<file path="src/rtl/core/htw_pkg.sv">
// Shared types and a constant function of the hierarchical timer wheel.
package htw_pkg;

  localparam int HANDLE_W = 6;
  localparam int TICKS_W  = 16;

  typedef struct packed {
    logic                tick;
    logic [HANDLE_W-1:0] handle;
    logic [TICKS_W-1:0]  delay;
    logic                periodic;
    logic [TICKS_W-1:0]  interval;
  } cmd_t;

  typedef struct packed {
    logic [HANDLE_W-1:0] handle;
    logic                rearmed;
    logic                last;
  } res_t;

  // Ticks spanned by one slot of a level; growth stops once past 32 bits.
  function automatic logic [63:0] span_of(input int slots, input int lvl);
    logic [63:0] s;
    s = 64'd1;
    for (int i = 0; i < 8; i++) begin
      if (i < lvl && s <= 64'hFFFF_FFFF) begin
        s = s * 64'(slots);
      end
    end
    return s;
  endfunction

endpackage

</file>
<file path="src/rtl/core/htw_front.sv">
// Front end: accepts items, drops adds for handles outside the pool, queues the rest.
module htw_front #(
  parameter int POOL_ENTRIES = 64
) (
  input  logic                            clk,
  input  logic                            rst_n,
  input  logic                            hold,
  input  logic                            in_valid,
  output logic                            in_ready,
  input  logic                            in_command,
  input  logic [htw_pkg::HANDLE_W-1:0]    in_task_handle,
  input  logic [htw_pkg::TICKS_W-1:0]     in_delay_ticks,
  input  logic                            in_periodic,
  input  logic [htw_pkg::TICKS_W-1:0]     in_interval_ticks,
  output logic                            q_valid,
  output htw_pkg::cmd_t                   q_item,
  input  logic                            q_ready
);

  htw_pkg::cmd_t q_mem_r [2];
  logic          wp_r;
  logic          rp_r;
  logic [1:0]    cnt_r;
  logic          keep;
  logic          push;
  logic          pop;

  assign in_ready = (cnt_r != 2'd2) && !hold;
  assign keep     = in_command || (32'(in_task_handle) < 32'(POOL_ENTRIES));
  assign push     = in_valid && in_ready && keep;
  assign q_valid  = (cnt_r != 2'd0);
  assign q_item   = q_mem_r[rp_r];
  assign pop      = q_valid && q_ready;

  always_ff @(posedge clk) begin
    if (push) begin
      q_mem_r[wp_r] <= '{tick: in_command, handle: in_task_handle, delay: in_delay_ticks,
                         periodic: in_periodic, interval: in_interval_ticks};
    end
  end

  always_ff @(posedge clk) begin
    if (!rst_n) begin
      wp_r  <= 1'b0;
      rp_r  <= 1'b0;
      cnt_r <= 2'd0;
    end else begin
      if (push) begin
        wp_r <= ~wp_r;
      end
      if (pop) begin
        rp_r <= ~rp_r;
      end
      if (push && !pop) begin
        cnt_r <= cnt_r + 2'd1;
      end else if (pop && !push) begin
        cnt_r <= cnt_r - 2'd1;
      end
    end
  end

endmodule

</file>
<file path="config.mk">
export PLATFORM = sky130hd
export DESIGN_NAME = htw_front
export DESIGN_NICKNAME = d
export VERILOG_FILES = /design/src/rtl/core/htw_pkg.sv /design/src/rtl/core/htw_front.sv
export SDC_FILE = /design/constraint.sdc
export NUM_CORES = 1
export LEC_CHECK = 0
export BUFFER_PORTS_ARGS = -buffer_cell sky130_fd_sc_hd__buf_2
export CORE_MARGIN = 1.5
export CORE_UTILIZATION = 45
export CTS_BUF_LIST = sky130_fd_sc_hd__clkbuf_16
export CTS_CLUSTER_SIZE = 30
export DETAILED_ROUTE_END_ITERATION = 10
export PLACE_DENSITY = 0.7
export SLEW_MARGIN = 40
export SYNTH_ARGS = -nofsm -noshare
export SYNTH_HDL_FRONTEND = slang
export SYNTH_SLANG_ARGS = --single-unit
</file>
<file path="constraint.sdc">
create_clock -name clk -period 8.4 [get_ports clk]
set_input_delay 0.84 -clock clk [delete_from_list [all_inputs] [get_ports clk]]
set_output_delay 0.84 -clock clk [all_outputs]
set_load 0.02 [all_outputs]
</file>
==> impl_metrics.py, run 1 <==
metrics = {
    "sta": {
        "finalCriticalPeriod_ns": 2.45,
        "setup_viol": 0,
        "fmax_mhz": 409,
        "hold_viol": 0,
        "timing.setup.tns_ns": 0,
        "hold_ws_ns": 0.518,
        "final_max_slew_viol_count": 0,
        "skew_ns": 0.00478,
        "rsz0062_at_grt": "no",
        "slew_headroom_pct": 62.8,
        "period_share_pct": 29.1,
        "setup_slack_ns": 5.95,
        "tightest_slew_ns": 0.558,
    },
    "worst_setup_path": {
        "crit_type": "register to primary output",
        "critPathCaptureType": "primary output",
        "timing.rr.end": "q_mem_r[1][7]",
        "r2r-start": "cnt_r[0]",
        "cp.required_ns": 7.56,
        "worstRegToRegCells": 3,
        "cp.arrival_ns": 1.61,
        "worstSetupEndpoint": "q_item[17]",
        "ff2ff_setup_slack_ns": 6.65,
        "cp-start-kind": "register",
        "cp_max_fo": 40,
    },
    "floorplanning": {
        "core_area_um2": 6760,
        "die_h_um": 86.2,
        "core.rowCount": 30,
        "initial_utilization_pct": 46.1,
        "ioPinCount": 87,
        "die_w_um": 86.2,
        "die-area_um2": 7430,
    },
    "yosys": {
        "syn-cell-area_um2": 3120,
        "ys_top_cells_by_area": "edfxtp_1 77%, mux2_2 14%, dfxtp_1 3.2%",
        "ys_ff_latch": 85,
        "yosysTopAreaCell": "edfxtp_1",
        "synth_top_area_share_pct": 77.1,
        "synth_nets": 195,
        "avgSynthCellArea_um2": 20.9,
        "synthCells": 149,
        "synth_warnings": 0,
        "seq_area_frac_synth_pct": 80.3,
        "synth_cell_types": 19,
    },
    "clocking": {
        "cts_root_buf": "clkbuf_16",
        "cts_tree": "done",
        "cts_resized": 0,
        "clock_latency_ns": 0.33,
        "cts_sinks": 85,
        "cts_buffers": 9,
        "hold_buffers": 0,
        "max-clock-path-buffers": 2,
        "post-cts-setup-buffers": 0,
        "ctsHtreeMaxLevel": 3,
        "clkTransAtPathRegs_ns": 0.05,
    },
    "cells_and_area": {
        "n_antenna_cell": 0,
        "area_growth_pct": 28.4,
        "final_cell_mix": "86 x buf_2, 80 x edfxtp_1, 40 x mux2_2, 9 x clkbuf_16, 4 x dfxtp_1",
        "fill_cells": 511,
        "final_common_cell": "buf_2",
        "finalNetCount": 290,
        "drive_above_1_share_pct": 59.3,
    },
    "global_routing": {
        "track_usage_pct": 14.0,
        "grt_pass1_vias": 1535,
        "grt_pass1_wl_mm": 7.36,
        "grt_max_degree": 41,
        "antenna_found_initial": 0,
        "grt_remaining_overflow": 0,
    },
    "detailed_routing": {
        "drtAntennaViolNets": 0,
        "viasPerCell": 4.89,
        "first_pass_iters": 4,
        "vias": 1603,
        "drc": 0,
        "initialDrtViolationCount": 45,
        "detail_route.wl_per_cell_um": 15.6,
        "wl_mm": 5.12,
    },
    "outcome": {
        "run_status": "finished clean",
    },
    "placement": {
        "gp_congestion": 0.631,
        "place_ws_ns": 6.15,
        "hpwl_mm": 3.22,
        "portBuffers": 86,
    },
    "pwr": {
        "max-vdd-ir-drop_mv": 0.173,
        "power_mw": 1.23,
        "p_leak_nw": 1.50,
        "powerDensity_nw_per_um2": 308,
    },
    "hold_path": {
        "hold_depth": 2,
        "hold_path_class": "register to register",
    },
    "run": {
        "cap_violations": 0,
    },
}
cells in the mapped netlist:
cell type  number
a21boi_1        1
and2_1          4
buf_2           4
dfxtp_1         5
edfxtp_1       80
ha_1            1
mux2_2         40
mux2i_1         1
nand2_1         1
nand2b_1        1
nor2_1          1
nor2b_1         2
nor3b_2         1
o21ai_0         1
o21ai_1         1
or2_2           1
or3_1           1
xnor2_1         2
xor2_1          1
kinds of logic (layout without fill, tap and decap cells):
| family | count (synthesis) | count (layout) | synth area share (%) |
|---|---|---|---|
| compound gates | 3 | 3 | 0.562 |
| xor+xnor | 3 | 3 | 0.844 |
| fa+ha+maj | 1 | 1 | 0.402 |
| buf+inv | 4 | 103 | 0.643 |
| flops | 85 | 85 | 80.3 |
| mux | 41 | 41 | 14.8 |
| simple gates | 12 | 12 | 2.45 |
stage by stage:
step / instances / cell area (um2) / util (%)
5_1_grt: 328 / 4000 / 59.2
6_report: 328 / 4000 / 59.2
3_5_place_dp: 313 / 3690 / 54.7
4_1_cts: 328 / 4000 / 59.2
3_3_place_gp: 311 / 3640 / 53.8
2_1_floorplan: 149 / 3120 / -
layout make-up:
type,instances,area (um2),share of cell area (%)
Clock buffer,9,225,5.63
Tap cell,80,100,2.50
Sequential cell,85,2510,62.7
Multi-Input combinational cell,60,603,15.1
Timing Repair Buffer,88,485,12.1
Clock inverter,6,78.8,1.97
per-layer routing:
| metal | up-vias | track usage [%] | share of wire [%] |
|---|---|---|---|
| met4 | 0 | 9.68 | 1.8 |
| met2 | 48 | 21.4 | 50 |
| met5 | - | 0 | 0 |
| met3 | 8 | 4.38 | 5.3 |
| li1 | 775 | - | - |
| met1 | 772 | 17.0 | 43 |
sequential cells by signal, summed over array words and instances, names as in the netlist, named ones only:
signal / flops
cnt_r: 2
q_mem_r: 80
rp_r: 1
wp_r: 1
worst max-delay path, cell delays in order, from the launching register on:
cell and delay, ns:
dfxtp_4 0.70, mux2_2 0.41, buf_2 0.16
report_power, final:
group,total [mW],switching (mW),internal [mW]
sequential,0.550,0.0419,0.508
clock,0.398,0.142,0.256
combinational,0.285,0.149,0.136
total,1.23,0.333,0.900
worst min path at each step:
stage / start / endpoint / slack (ns)
2_1_floorplan: wp_r / wp_r / 0.45
3_3_place_gp: cnt_r[1] / cnt_r[1] / 0.50
3_5_place_dp: cnt_r[1] / cnt_r[1] / 0.51
4_1_cts: cnt_r[1] / cnt_r[1] / 0.52
5_1_grt: wp_r / wp_r / 0.55
6_report: wp_r / wp_r / 0.52
No activity file was read; power rests on OpenSTA's default activity.
==> run 2: changes to the inputs <==
==> constraint.sdc (replaced) <==
create_clock -name clk -period 2.4 [get_ports clk]
set_input_delay 0.24 -clock clk [delete_from_list [all_inputs] [get_ports clk]]
set_output_delay 0.24 -clock clk [all_outputs]
set_load 0.02 [all_outputs]
==> run 2 against run 1 <==
Critical path depth increased by 1. Routed wire length grew 0.74%. Sequential share of layout area down 0.14 points. Non-clock buffer count grew 1. Clock power rose to 3.5 times the previous value. Global-route usage up 0.58 points. Largest power group unchanged.
==> impl_metrics.py, run 2 (synthesized netlist as in run 1, its figures left out) <==
metrics = {
    "placement": {
        "hpwl_mm": 3.34,
        "gp_congestion": 0.629,
        "portBuffers": 86,
        "dp_cells": 314,
    },
    "clocking": {
        "clock_latency_ns": 0.32,
        "cts_sinks": 85,
        "hold_buffers": 0,
        "clkTransAtPathRegs_ns": 0.06,
        "ctsHtreeMaxLevel": 3,
        "cts_resized": 0,
        "post-cts-setup-buffers": 0,
        "cts_tree": "done",
        "cts_buffers": 9,
        "cts_root_buf": "clkbuf_16",
        "max-clock-path-buffers": 2,
    },
    "run": {
        "cap_violations": 0,
    },
    "detailed_routing": {
        "drc": 0,
        "drtAntennaViolNets": 0,
        "viasPerCell": 4.90,
        "initialDrtViolationCount": 112,
        "detail_route.wl_per_cell_um": 15.6,
        "first_pass_iters": 4,
        "vias": 1616,
        "wl_mm": 5.16,
    },
    "floorplanning": {
        "die_w_um": 86.2,
        "core.rowCount": 30,
        "core_area_um2": 6760,
        "die_h_um": 86.2,
        "ioPinCount": 87,
        "initial_utilization_pct": 46.1,
        "die-area_um2": 7430,
    },
    "cells_and_area": {
        "top_regs": "q_mem_r: 80 flops, cnt_r: 2 flops",
        "fill_cells": 508,
        "finalNetCount": 291,
        "final_cell_mix": "86 x buf_2, 80 x edfxtp_1, 40 x mux2_2, 9 x clkbuf_16, 4 x dfxtp_1",
        "largest_register_ffs": 80,
        "top_register": "q_mem_r",
        "final_common_cell": "buf_2",
        "fin_cells": 330,
        "final-seq-area_um2": 2500,
        "area_growth_pct": 28.5,
        "n_antenna_cell": 0,
        "multi_input_area_um2": 602,
        "drive_above_1_share_pct": 58.4,
        "final_core_util_pct": 59.3,
    },
    "hold_path": {
        "hold_path_class": "input port to register",
    },
    "worst_setup_path": {
        "slowest_delay_ns": 0.66,
        "critPathCaptureType": "primary output",
        "cp.required_ns": 2.16,
        "cp.arrival_ns": 1.74,
        "crit_type": "register to primary output",
        "critPathSlowestCell": "dfxtp_2",
        "cp-start-kind": "register",
        "cp_cell_sequence": "buf_12 -> mux2_2 -> buf_2",
        "critical_path.top_delay_family": "flip-flops",
        "critPathBufInv": 2,
        "cp_max_fo": 21,
    },
    "sta": {
        "final_max_slew_viol_count": 0,
        "skew_ns": 0.00500,
        "hold_viol": 0,
        "slew_headroom_pct": 64.7,
        "setup_viol": 0,
        "fmax_mhz": 504,
        "timing.setup.tns_ns": 0,
        "finalCriticalPeriod_ns": 1.98,
        "rsz0062_at_grt": "no",
        "period_share_pct": 82.6,
        "tightest_slew_ns": 0.529,
    },
    "pwr": {
        "p_leak_nw": 1.50,
        "max-vdd-ir-drop_mv": 0.742,
        "powerDensity_nw_per_um2": 1080,
        "power_mw": 4.32,
    },
    "global_routing": {
        "grt_pass1_wl_mm": 7.89,
        "antenna_found_initial": 0,
        "grt_max_degree": 41,
        "grt_pass1_vias": 1610,
        "grt_remaining_overflow": 0,
        "track_usage_pct": 14.5,
    },
    "outcome": {
        "run_status": "finished clean",
    },
}
-- run 2: path summary, 6_finish.rpt --
check,start,to,slack (ns),cells after the start
worst max-delay path,register,q_item[20],0.42,3
worst min-delay path,in_delay_ticks[14],q_mem_r[1][31],0.10,1
worst max register to register,cnt_r[0],cnt_r[1],0.68,5
worst min register to register,wp_r,wp_r,0.52,2
-- run 2: where the power goes --
part	leakage [nW]	switching (mW)	internal, mW
logic	0.573	0.563	0.485
clock network	0.153	0.501	0.895
registers	0.775	0.101	1.78
total	1.50	1.17	3.16
-- run 2: layout make-up --
type	instances	area share (%)
sequential	85	62.5
timing repair buffer	89	12.2
tap	80	2.50
clock inverter	7	2.06
clock buffer	9	5.63
multi-input combinational	60	15.0
-- run 2: metrics by stage --
| step | worst slack [ns] | hold slack (ns) | cell area (um2) |
|---|---|---|---|
| detailed placement | 0.679 | 0.433 | 3700 |
| floorplan | 0.140 | 0.339 | 3120 |
| global route | 0.323 | 0.0894 | 4000 |
| CTS | 0.360 | 0.0896 | 4000 |
| global placement | 0.726 | 0.429 | 3700 |
| finish | 0.418 | 0.102 | 4000 |
-- run 2: metal layers --
| layer | wire [um] | up-vias | global-route usage [%] |
|---|---|---|---|
| met5 | 0 | - | 0 |
| met2 | 2570 | 49 | 23.7 |
| met3 | 241 | 7 | 4.76 |
| met1 | 2260 | 788 | 17.8 |
| li1 | - | 772 | - |
| met4 | 87 | 0 | 6.60 |
