**config.mk**
```make
export PLATFORM = sky130hd
export DESIGN_NAME = htw_outq
export DESIGN_NICKNAME = d
export VERILOG_FILES = /design/src/rtl/core/htw_pkg.sv /design/src/rtl/core/htw_outq.sv
export SDC_FILE = /design/constraint.sdc
export NUM_CORES = 1
export LEC_CHECK = 0
export BUFFER_PORTS_ARGS = -buffer_cell sky130_fd_sc_hd__buf_2
export CORE_ASPECT_RATIO = 0.75
export CORE_MARGIN = 2
export CORE_UTILIZATION = 44
export CTS_CLUSTER_DIAMETER = 30
export DETAILED_ROUTE_END_ITERATION = 12
export PLACE_DENSITY = 0.7
export SYNTH_ARGS = -nofsm -noshare
export SYNTH_HDL_FRONTEND = slang
export SYNTH_SLANG_ARGS = --single-unit
```
**constraint.sdc**
```tcl
create_clock -name clk -period 1.7 [get_ports clk]
set_clock_uncertainty 0.15 [all_clocks]
set_input_delay 0.17 -clock clk [delete_from_list [all_inputs] [get_ports clk]]
set_output_delay 0.17 -clock clk [all_outputs]
set_load 0.02 [all_outputs]
```
**src/rtl/core/htw_pkg.sv**
```systemverilog
// Shared types and a constant function of the hierarchical timer wheel.
package htw_pkg;

  localparam int HANDLE_W = 6;
  localparam int TICKS_W  = 16;

  typedef struct packed {
    logic                tick;
    logic [HANDLE_W-1:0] handle;
    logic [TICKS_W-1:0]  delay;
    logic                periodic;
    logic [TICKS_W-1:0]  interval;
  } cmd_t;

  typedef struct packed {
    logic [HANDLE_W-1:0] handle;
    logic                rearmed;
    logic                last;
  } res_t;

  // Ticks spanned by one slot of a level; growth stops once past 32 bits.
  function automatic logic [63:0] span_of(input int slots, input int lvl);
    logic [63:0] s;
    s = 64'd1;
    for (int i = 0; i < 8; i++) begin
      if (i < lvl && s <= 64'hFFFF_FFFF) begin
        s = s * 64'(slots);
      end
    end
    return s;
  endfunction

endpackage

```
**src/rtl/core/htw_outq.sv**
```systemverilog
// Result queue: two-entry buffer between the sequencer and the result channel.
module htw_outq (
  input  logic          clk,
  input  logic          rst_n,
  input  logic          push,
  input  htw_pkg::res_t push_data,
  output logic          push_ready,
  output logic          out_valid,
  input  logic          out_ready,
  output htw_pkg::res_t out_data
);

  htw_pkg::res_t mem_r [2];
  logic          wp_r;
  logic          rp_r;
  logic [1:0]    cnt_r;
  logic          pop;
  logic          wr;

  assign push_ready = (cnt_r != 2'd2);
  assign wr         = push && push_ready;
  assign out_valid  = (cnt_r != 2'd0);
  assign out_data   = mem_r[rp_r];
  assign pop        = out_valid && out_ready;

  always_ff @(posedge clk) begin
    if (wr) begin
      mem_r[wp_r] <= push_data;
    end
  end

  always_ff @(posedge clk) begin
    if (!rst_n) begin
      wp_r  <= 1'b0;
      rp_r  <= 1'b0;
      cnt_r <= 2'd0;
    end else begin
      if (wr) begin
        wp_r <= ~wp_r;
      end
      if (pop) begin
        rp_r <= ~rp_r;
      end
      if (wr && !pop) begin
        cnt_r <= cnt_r + 2'd1;
      end else if (pop && !wr) begin
        cnt_r <= cnt_r - 2'd1;
      end
    end
  end

endmodule

```
==> flow_summary.yaml, run 1 <==
cts:
  cts-root-buf: "clkbuf_4"
  clk_transition_reported_paths_ns: 0.10
  clk-insertion-delay-late_ns: 0.30
  cts_tree: "done"
  cts_htree_levels: 1
  cts_buffers: 3
  max-clock-path-buffers: 2
  clkSinkCount: 21
yosys:
  synth_compound_area_share_pct: 3.71
  synth_warnings: 0
  synthAdderAreaFrac_pct: 1.55
  synth_area_leader_cell: "edfxtp_1"
  synth_top_family_by_area: "multiplexers"
  synth_area_um2: 810
  synth_most_common_cell: "edfxtp_1"
  synthTopCellsByArea: "edfxtp_1, dfxtp_1, mux2_2, xor2_1, nand2b_4"
  syn_avg_cell_area_um2: 16.2
  synth_cells: 50
  synth_edf_count: 16
  synthArstFlopShare_pct: 0
  synth_top_cell_area_share_pct: 59.4
  synthMuxAreaShare_pct: 11.1
  ys_seq_elements: 21
  synth.distinct_cells: 17
  synth-simple-area-share_pct: 7.11
  netlist_top_cells_count: "edfxtp_1, mux2_2, dfxtp_1"
  synth_nets: 63
  ys.flop_type: "edfxtp_1"
  synth_xor_area_share_pct: 3.25
  yosysSeqAreaShare_pct: 71.7
worst_setup_path:
  startpoint: "cnt_r[0]"
  reg2reg_depth: 6
  worstReg2RegStart: "cnt_r[0]"
  crit_path_end_kind: "flop"
  critPathKind: "reg -> reg"
  cp.arrival_ns: 1.75
  path_max_fanout: 4
  required_ns: 1.79
  regToRegSetupSlack_ns: 0.03
  endpoint: "cnt_r[1]"
  start_kind: "flop"
  timing.rr.end: "cnt_r[1]"
timing:
  timing.final.ws_setup_ns: 0.0343
  fin_crit_ns: 1.67
  maxSlewHeadroom_pct: 75.4
  finalHoldViolCount: 0
  hold_ws_ns: 0.0204
  worst_pin_slew_ns: 0.369
  drv_slew: 0
  totalNegativeSetupSlack_ns: 0
  fmax_mhz: 600
  setup_viol: 0
  timing.final.crit_share_pct: 98.0
power_and_ir_drop:
  p_leak_nw: 0.443
  power_density_nw_per_um2: 1420
  ir_drop_v: 0.000855
  fin_total_pwr_mw: 1.56
floorplan:
  die_w_um: 53.5
  start_util_pct: 46.5
  io_pins: 22
  die-area_um2: 2200
  fp.coreArea_um2: 1740
  row_count: 13
  die_h_um: 41.1
routing:
  post_drt_wl_per_cell_um: 13.1
  ant_nets: 0
  post_drt_via_cell_ratio: 4.60
  first_iter_violations: 5
  firstDrtPassIters: 3
  vias: 492
  drc: 0
  wl_mm: 1.40
global_route:
  grt_pass1_vias: 446
  grt-ovfl-total: 0
  grt_pass1_wl_mm: 1.86
  grt_use_total_pct: 13.1
  antenna_found_initial: 0
  grt_max_degree: 13
placed_design:
  dp_hpwl_um: 883
  gp_congestion: 0.778
  port_buffers: 21
  dp_slack_ns: 0.0179
  dpl.cell_count: 94
outcome:
  status: "completed"
final_layout:
  layoutNonFillerInstCount: 107
  area_growth_pct: 36.2
  drive_above_1_share_pct: 55.3
  fin_nets: 99
  fill_cells: 146
  antenna_cells: 0
hold_path:
  hold_path_class: "in -> reg"
run:
  maxCapViolCount: 0
-- routing by layer --
metal	global-route usage, %	vias to the layer above	wire [µm]	part of all wire (%)
met5	0	-	0	0
met4	3.85	0	0	0
met3	5.47	0	53	3.8
met2	23.1	12	728	52
met1	14.8	227	620	44
li1	-	253	-	-
-- worst min path at each step --
stage	startpoint	endpoint	slack, ns	cells past startpoint
6_report	rst_n	cnt_r[0]	0.02	3
5_1_grt	rst_n	rp_r	0.04	3
4_1_cts	rst_n	cnt_r[0]	0.008	3
3_5_place_dp	push_data[2]	mem_r[0][2]	0.21	1
3_3_place_gp	push_data[1]	mem_r[0][1]	0.21	1
2_1_floorplan	push_data[0]	mem_r[0][0]	0.12	0
-- worst max-delay path, cell delays in order (launching register included) --
cell      delay, ns
dfxtp_2        0.35
nand2b_4       0.15
and2_4         0.14
ha_4           0.15
xor2_2         0.15
or3_4          0.39
a21oi_2        0.12
-- kinds of logic after synthesis --
| family | after synthesis |
|---|---|
| AO/OA/AOI/OAI | 5 |
| XOR/XNOR | 3 |
| adder cells (fa/ha/maj) | 1 |
| buffers and inverters | 3 |
| flip-flops | 21 |
| multiplexers | 8 |
| AND/OR/NAND/NOR | 9 |
-- final cells by class --
type / instances / area [µm²] / area share [%]
inverter: 2 / 7.51 / 0.681
sequential: 21 / 584 / 53.0
clock inverter: 1 / 5.00 / 0.454
clock buffer: 3 / 22.5 / 2.04
tap: 22 / 27.5 / 2.50
timing repair buffer: 32 / 208 / 18.8
multi-input combinational: 26 / 248 / 22.5
-- power breakdown --
| part | switching [mW] | internal [mW] | total, mW | leakage [nW] |
|---|---|---|---|---|
| Combinational | 0.301 | 0.303 | 0.605 | 0.234 |
| Sequential | 0.0699 | 0.658 | 0.728 | 0.192 |
| Clock | 0.144 | 0.0878 | 0.232 | 0.0177 |
| Total | 0.516 | 1.05 | 1.56 | 0.443 |
-- layout by cell type, fill, tap and decap left out --
| cell type | synthesis | layout |
|---|---|---|
| edfxtp_1 | 16 | 16 |
| dfxtp_2 | 0 | 3 |
| dlygate4sd3_1 | 0 | 8 |
| nand2b_4 | 1 | 1 |
| o21ai_0 | 2 | 1 |
| xor2_1 | 3 | 2 |
| or2_2 | 1 | 1 |
| and3_1 | 1 | 1 |
| mux2_2 | 8 | 8 |
| xor2_2 | 0 | 1 |
| nand3b_1 | 1 | 1 |
| buf_2 | 1 | 21 |
| or3_4 | 0 | 1 |
| inv_1 | 2 | 2 |
| nor2_1 | 3 | 3 |
| and2_4 | 0 | 1 |
| clkinv_2 | 0 | 1 |
| clkbuf_4 | 0 | 3 |
| a21oi_2 | 0 | 1 |
| a21oi_1 | 2 | 1 |
| ha_4 | 0 | 1 |
| buf_4 | 0 | 3 |
| a21bo_2 | 1 | 1 |
| o21ai_1 | 0 | 1 |
| dfxtp_1 | 5 | 2 |
-- registers in the layout (all words and copies together) (netlist names), named ones only --
| name | cells |
|---|---|
| cnt_r | 2 |
| mem_r | 16 |
| rp_r | 1 |
| wp_r | 1 |
-- stage by stage --
stage | cell area [µm²] | utilization, %
after floorplan | 810 | -
after global placement | 952 | 54.7
after detailed placement | 952 | 54.7
after CTS | 1080 | 61.8
after global routing | 1100 | 63.3
final | 1100 | 63.3
-- what timing repair did --
action	CTS	global route
setup buffers	0	1
setup endpoints to repair	9	1
gates cloned	0	0
pin swaps	0	3
hold buffers	8	0
endpoints found under the hold margin	16	0
gates resized for setup	5	4
(Power assumes the default switching activity.)
==> run 2: changes to the inputs <==
==> config.mk (replaced) <==
export PLATFORM = sky130hd
export DESIGN_NAME = htw_outq
export DESIGN_NICKNAME = d
export VERILOG_FILES = /design/src/rtl/core/htw_pkg.sv /design/src/rtl/core/htw_outq.sv
export SDC_FILE = /design/constraint.sdc
export NUM_CORES = 1
export LEC_CHECK = 0
export CORE_ASPECT_RATIO = 0.75
export CORE_MARGIN = 2
export CORE_UTILIZATION = 45
export CTS_CLUSTER_DIAMETER = 30
export DETAILED_ROUTE_END_ITERATION = 12
export DONT_BUFFER_PORTS = 1
export PLACE_DENSITY = 0.61
export SYNTH_ARGS = -nofsm -noshare
export SYNTH_HDL_FRONTEND = slang
export SYNTH_SLANG_ARGS = --single-unit
==> run 2 against run 1 <==
Against the previous run: the run now ends with negative setup slack left; clock-buffer cell count grew 1; non-clock buffer count decreased by 18; cell count shrank 17%; via count shrank 6.7%; power down 2.7%; core utilization decreased by 3.6 points; design area decreased by 7.5%; combinational power is 7.1% lower; sequential share of layout area is 4.4 points higher; setup slack worse by 0.062 ns; sequential cell count did not move; critical path type unchanged; critical endpoint unchanged.
==> flow_summary.yaml, run 2 (synthesis gave the netlist of run 1 again) <==
final_layout:
  final_common_cell: "edfxtp_1"
  drive_above_1_share_pct: 35.8
  largest_reg_flops: 16
  registers.top_by_ff_count: "mem_r"
  fill_cells: 144
  fin_nets: 81
  top_regs: "mem_r: 16 flops, cnt_r: 2 flops"
  area_growth_pct: 26.0
  layoutNonFillerInstCount: 89
  final_cell_mix: "edfxtp_1, dlygate4sd3_1, mux2_2"
  antenna_cells: 0
  final_area_um2: 1020
worst_setup_path:
  crit_chain: "nand2b_4, and2_4, ha_4, xor2_2, or3_1, a21oi_2"
  regToRegSetupSlack_ns: -0.03
  cp.arrival_ns: 1.82
  start_kind: "flop"
  path_max_fanout: 5
  required_ns: 1.80
  critical_path.slowest_cell: "or3_1"
  worstReg2RegStart: "cnt_r[0]"
  crit_path_end_kind: "flop"
  cp.depth: 6
  reg2reg_depth: 6
  slowest_delay_ns: 0.40
  timing.rr.end: "cnt_r[1]"
  startpoint: "cnt_r[0]"
  cp_num_buf_inv: 0
  cp_top_family: "simple AND/OR/NAND/NOR gates"
  critPathKind: "reg -> reg"
hold_path:
  hold_depth: 4
  worstHoldStart: "push"
  hold_path_class: "in -> reg"
  min_to: "cnt_r[1]"
cts:
  max-clock-path-buffers: 2
  cts_buffers: 3
  clk-insertion-delay-late_ns: 0.30
  cts-root-buf: "clkbuf_4"
  cts_tree: "done"
  clkSinkCount: 21
  cts_htree_levels: 1
  clk_transition_reported_paths_ns: 0.11
global_route:
  grt_pass1_wl_mm: 1.99
  antenna_found_initial: 0
  grt-ovfl-total: 0
  grt_pass1_vias: 466
  grt_use_total_pct: 14.9
  grt_max_degree: 12
timing:
  finalHoldViolCount: 0
  maxSlewHeadroom_pct: 75.3
  totalNegativeSetupSlack_ns: -0.0273
  fin_crit_ns: 1.73
  worst_pin_slew_ns: 0.370
  timing.final.ws_setup_ns: -0.0273
  fmax_mhz: 579
  grt_setup_unrepaired: "true"
  setup_viol: 1
  timing.final.crit_share_pct: 102
  drv_slew: 0
placed_design:
  gp_congestion: 0.692
  port_buffers: 0
  dpl.cell_count: 74
  place_area_um2: 855
  dp_hpwl_um: 977
floorplan:
  start_util_pct: 47.4
  die-area_um2: 2160
  io_pins: 22
  die_h_um: 40.7
  fp.coreArea_um2: 1710
  row_count: 13
  die_w_um: 53.0
outcome:
  violations: "negative setup slack"
  status: "finished with violations"
routing:
  ant_nets: 0
  wl_mm: 1.52
  vias: 459
  post_drt_via_cell_ratio: 5.16
  first_iter_violations: 2
  drc: 0
  firstDrtPassIters: 4
  post_drt_wl_per_cell_um: 17.1
run:
  maxCapViolCount: 0
power_and_ir_drop:
  p_leak_nw: 0.370
  power_density_nw_per_um2: 1490
  ir_drop_v: 0.000913
-- run 2: cell count changes in the layout (fill, tap and decap cells not counted) --
| cell | previous run | this run |
|---|---|---|
| dfxtp_2 | 3 | 1 |
| dfxtp_1 | 2 | 3 |
| clkinv_2 | 1 | 0 |
| or3_4 | 1 | 0 |
| dfxtp_4 | 0 | 1 |
| buf_2 | 21 | 0 |
| o21ai_1 | 1 | 2 |
| buf_4 | 3 | 4 |
| o21ai_0 | 1 | 0 |
| clkbuf_1 | 0 | 1 |
| or3_1 | 0 | 1 |
| dlygate4sd3_1 | 8 | 10 |
-- run 2: report_power, final --
part | leakage, nW | internal [mW] | switching [mW]
sequential | 0.192 | 0.660 | 0.0704
combinational | 0.164 | 0.253 | 0.309
clock | 0.0150 | 0.0916 | 0.140
total | 0.370 | 1.00 | 0.519
-- run 2: worst max-delay path by stage --
stage / to / slack [ns]
floorplan: cnt_r[1] / 0.03
detailed placement: cnt_r[1] / 0.02
global placement: cnt_r[1] / 0.1
global route: cnt_r[1] / -0.06
finish: cnt_r[1] / -0.03
CTS: cnt_r[1] / 0.01
-- run 2: layer usage --
metal,vias up,global-route usage [%],routed length (µm),share of wire [%]
met3,4,7.30,96,6.3
li1,214,-,-,-
met1,223,12.5,535,35
met4,0,9.62,26,1.7
met5,-,0,0,0
met2,18,28.7,866,57
-- run 2: final cells by class --
type | count | area, µm² | area share [%]
tap | 22 | 27.5 | 2.70
sequential | 21 | 586 | 57.4
multi-input combinational | 26 | 243 | 23.8
timing repair buffer | 14 | 130 | 12.8
inverter | 2 | 7.51 | 0.736
clock buffer | 4 | 26.3 | 2.58
-- run 2: per-stage QoR --
stage	power (mW)	setup slack, ns	utilization (%)	hold WS [ns]
global placement	1.15	0.0980	50.0	0.119
detailed placement	1.19	0.0185	50.0	0.119
floorplan	1.08	0.0260	-	0.119
finish	1.52	-0.0273	59.7	0.171
CTS	1.44	0.0147	57.5	0.119
global route	1.60	-0.0605	59.7	0.157
-- run 2: what timing repair did --
item                       in CTS  in global routing
cloned                          0                  0
setup endpoints to repair       1                  1
resized for setup               1                  9
hold buffers                   10                  0
setup buffers                   0                  1
hold endpoints to repair       21                  0
pin swaps                       0                  2
-- run 2: worst min-delay path, stage by stage --
cell and delay (ns):
and2_4 0.13, ha_4 0.13, or3_1 0.12, a21oi_2 0.05
==> run 3: changes to the inputs <==
--- a/config.mk
+++ b/config.mk
@@ -5,6 +5,7 @@
 export SDC_FILE = /design/constraint.sdc
 export NUM_CORES = 1
 export LEC_CHECK = 0
+export ABC_CLOCK_PERIOD_IN_PS = 1700
 export CORE_ASPECT_RATIO = 0.75
 export CORE_MARGIN = 2
 export CORE_UTILIZATION = 45
==> constraint.sdc (replaced) <==
create_clock -name clk -period 1.7 [get_ports clk]
set_clock_uncertainty 0.15 [all_clocks]
set_input_delay 0.17 -clock clk [delete_from_list [all_inputs] [get_ports clk]]
set_output_delay 0.17 -clock clk [all_outputs]
set_load 0.05 [all_outputs]
==> run 3 against run 2 <==
Against the previous run: the flow now finishes without violations; register-to-register slack gained 0.08 ns; via count fell by 6.1%; critical path depth unchanged; die area unchanged; sequential cell count unchanged; fmax up 4.7%; clock-buffer cell count down 1; non-clock buffer count fell by 1; wire length down 15%; first-iteration DRC count rose to 3.5 times the previous value; clock power down 2%; setup slack better by 0.078 ns; critical path type unchanged; largest power group unchanged.
==> flow_summary.yaml, run 3 (synthesis gave the netlist of run 1 again) <==
hold_path:
  hold_path_class: "in -> reg"
  worstHoldStart: "out_ready"
  hold_depth: 4
routing:
  vias: 431
  post_drt_via_cell_ratio: 4.90
  firstDrtPassIters: 2
  ant_nets: 0
  wl_mm: 1.29
  first_iter_violations: 7
  post_drt_wl_per_cell_um: 14.6
  drc: 0
timing:
  timing.final.crit_share_pct: 97.0
  drv_slew: 0
  totalNegativeSetupSlack_ns: 0
  finalHoldViolCount: 0
  setup_viol: 0
  fmax_mhz: 606
  grt_setup_unrepaired: "true"
  maxSlewHeadroom_pct: 73.9
  worst_pin_slew_ns: 0.391
  fin_crit_ns: 1.65
power_and_ir_drop:
  ir_drop_v: 0.000865
  p_int_uw: 964
  power_density_nw_per_um2: 1620
  power_frac_comb_pct: 41.5
  pwr-share-clk_pct: 13.9
  switching_share_pct: 40.9
  switchingPower_uw: 667
  pwr-share-seq_pct: 44.6
  p_leak_nw: 0.368
placed_design:
  dp_hpwl_um: 926
  port_buffers: 0
  gp_congestion: 0.765
  place_area_um2: 863
outcome:
  status: "completed"
worst_setup_path:
  startpoint: "cnt_r[0]"
  cp.arrival_ns: 1.73
  reg2reg_depth: 6
  worstReg2RegStart: "cnt_r[0]"
  path_max_fanout: 5
  timing.rr.end: "cnt_r[1]"
  crit_path_end_kind: "flop"
  critical_path.slowest_cell: "dfxtp_2"
  regToRegSetupSlack_ns: 0.05
  required_ns: 1.78
  slowest_delay_ns: 0.36
  start_kind: "flop"
  crit_chain: "nand2b_4, and2_4, ha_4, xor2_1, or3_1, a21oi_1"
  critPathKind: "reg -> reg"
cts:
  cts_htree_levels: 1
  clkSinkCount: 21
  cts_buffers: 3
  post-cts-setup-buffers: 0
  clk-insertion-delay-late_ns: 0.29
  max-clock-path-buffers: 2
  cts-root-buf: "clkbuf_4"
  cts_tree: "done"
  clk_transition_reported_paths_ns: 0.11
global_route:
  grt_use_total_pct: 14.7
  grt-ovfl-total: 0
  grt_pass1_wl_mm: 2.05
  antenna_found_initial: 0
  grt_pass1_vias: 468
  grt_max_degree: 13
final_layout:
  antenna_cells: 0
  largest_reg_flops: 16
  registers.top_by_ff_count: "mem_r"
  final_area_um2: 1000
  final_common_cell: "edfxtp_1"
  fin_nets: 80
  area_growth_pct: 24.0
  drive_above_1_share_pct: 33.3
  fin_util_pct: 58.8
  top_regs: "mem_r: 16 flops, cnt_r: 2 flops"
  final_cell_mix: "edfxtp_1, dlygate4sd3_1, mux2_2"
floorplan:
  die_w_um: 53.0
  io_pins: 22
  die_h_um: 40.7
  fp.coreArea_um2: 1710
  row_count: 13
  start_util_pct: 47.4
  die-area_um2: 2160
run:
  maxCapViolCount: 0
==> run 3: per-stage QoR <==
step	total power [mW]	std cells	setup WS, ns	hold slack, ns
3_3_place_gp	1.35	73	0.146	0.119
2_1_floorplan	1.29	50	0.0155	0.119
6_report	1.63	88	0.0509	0.113
3_5_place_dp	1.38	73	0.0640	0.119
4_1_cts	1.64	88	0.00413	0.0933
5_1_grt	1.72	88	-0.0332	0.111
==> run 3: worst max-delay path: cells and delay by family, from the launching register on <==
| kind | cells | cell delay [ns] |
|---|---|---|
| xor+xnor | 1 | 0.14 |
| compound gates | 1 | 0.15 |
| flops | 1 | 0.36 |
| simple gates | 3 | 0.63 |
| fa+ha+maj | 1 | 0.15 |
==> run 3: timing repair <==
| item | CTS | global route |
|---|---|---|
| setup endpoints to repair | 0 | 10 |
| hold buffers | 11 | 0 |
| endpoints found under the hold margin | 21 | 0 |
| resized for setup | 0 | 3 |
==> run 3: power groups by stage <==
| stage | Sequential (mW) | Combinational [mW] | Clock, mW |
|---|---|---|---|
| 2_1_floorplan | 0.700 | 0.593 | 0 |
| 3_3_place_gp | 0.728 | 0.622 | 0 |
| 3_5_place_dp | 0.736 | 0.649 | 0 |
| 4_1_cts | 0.723 | 0.679 | 0.240 |
| 5_1_grt | 0.745 | 0.713 | 0.264 |
| 6_report | 0.727 | 0.676 | 0.227 |
==> run 3: metal layers <==
layer / GRT usage, % / part of all wire (%) / vias up
li1: - / - / 212
met1: 14.6 / 40 / 208
met2: 27.8 / 54 / 11
met3: 5.47 / 6.0 / 0
met4: 7.69 / 0 / 0
met5: 0 / 0 / -
==> run 3: final cells by class <==
type                    instances  area [µm²]
clock inverters                 1        5.00
well taps                      22        27.5
multi-input cells              26         231
flip-flops and latches         21         584
inverters                       2        7.51
clock buffers                   3        22.5
repair buffers                 13         125
fillers                       143         704
==> run 3: worst max path at each step <==
stage             endpoint  slack (ns)  cells past startpoint
2_1_floorplan     cnt_r[1]        0.02                      4
3_3_place_gp      cnt_r[1]        0.15                      5
3_5_place_dp      cnt_r[1]        0.06                      5
4_1_cts        out_data[5]       0.004                      1
5_1_grt           cnt_r[1]       -0.03                      6
6_report          cnt_r[1]        0.05                      6
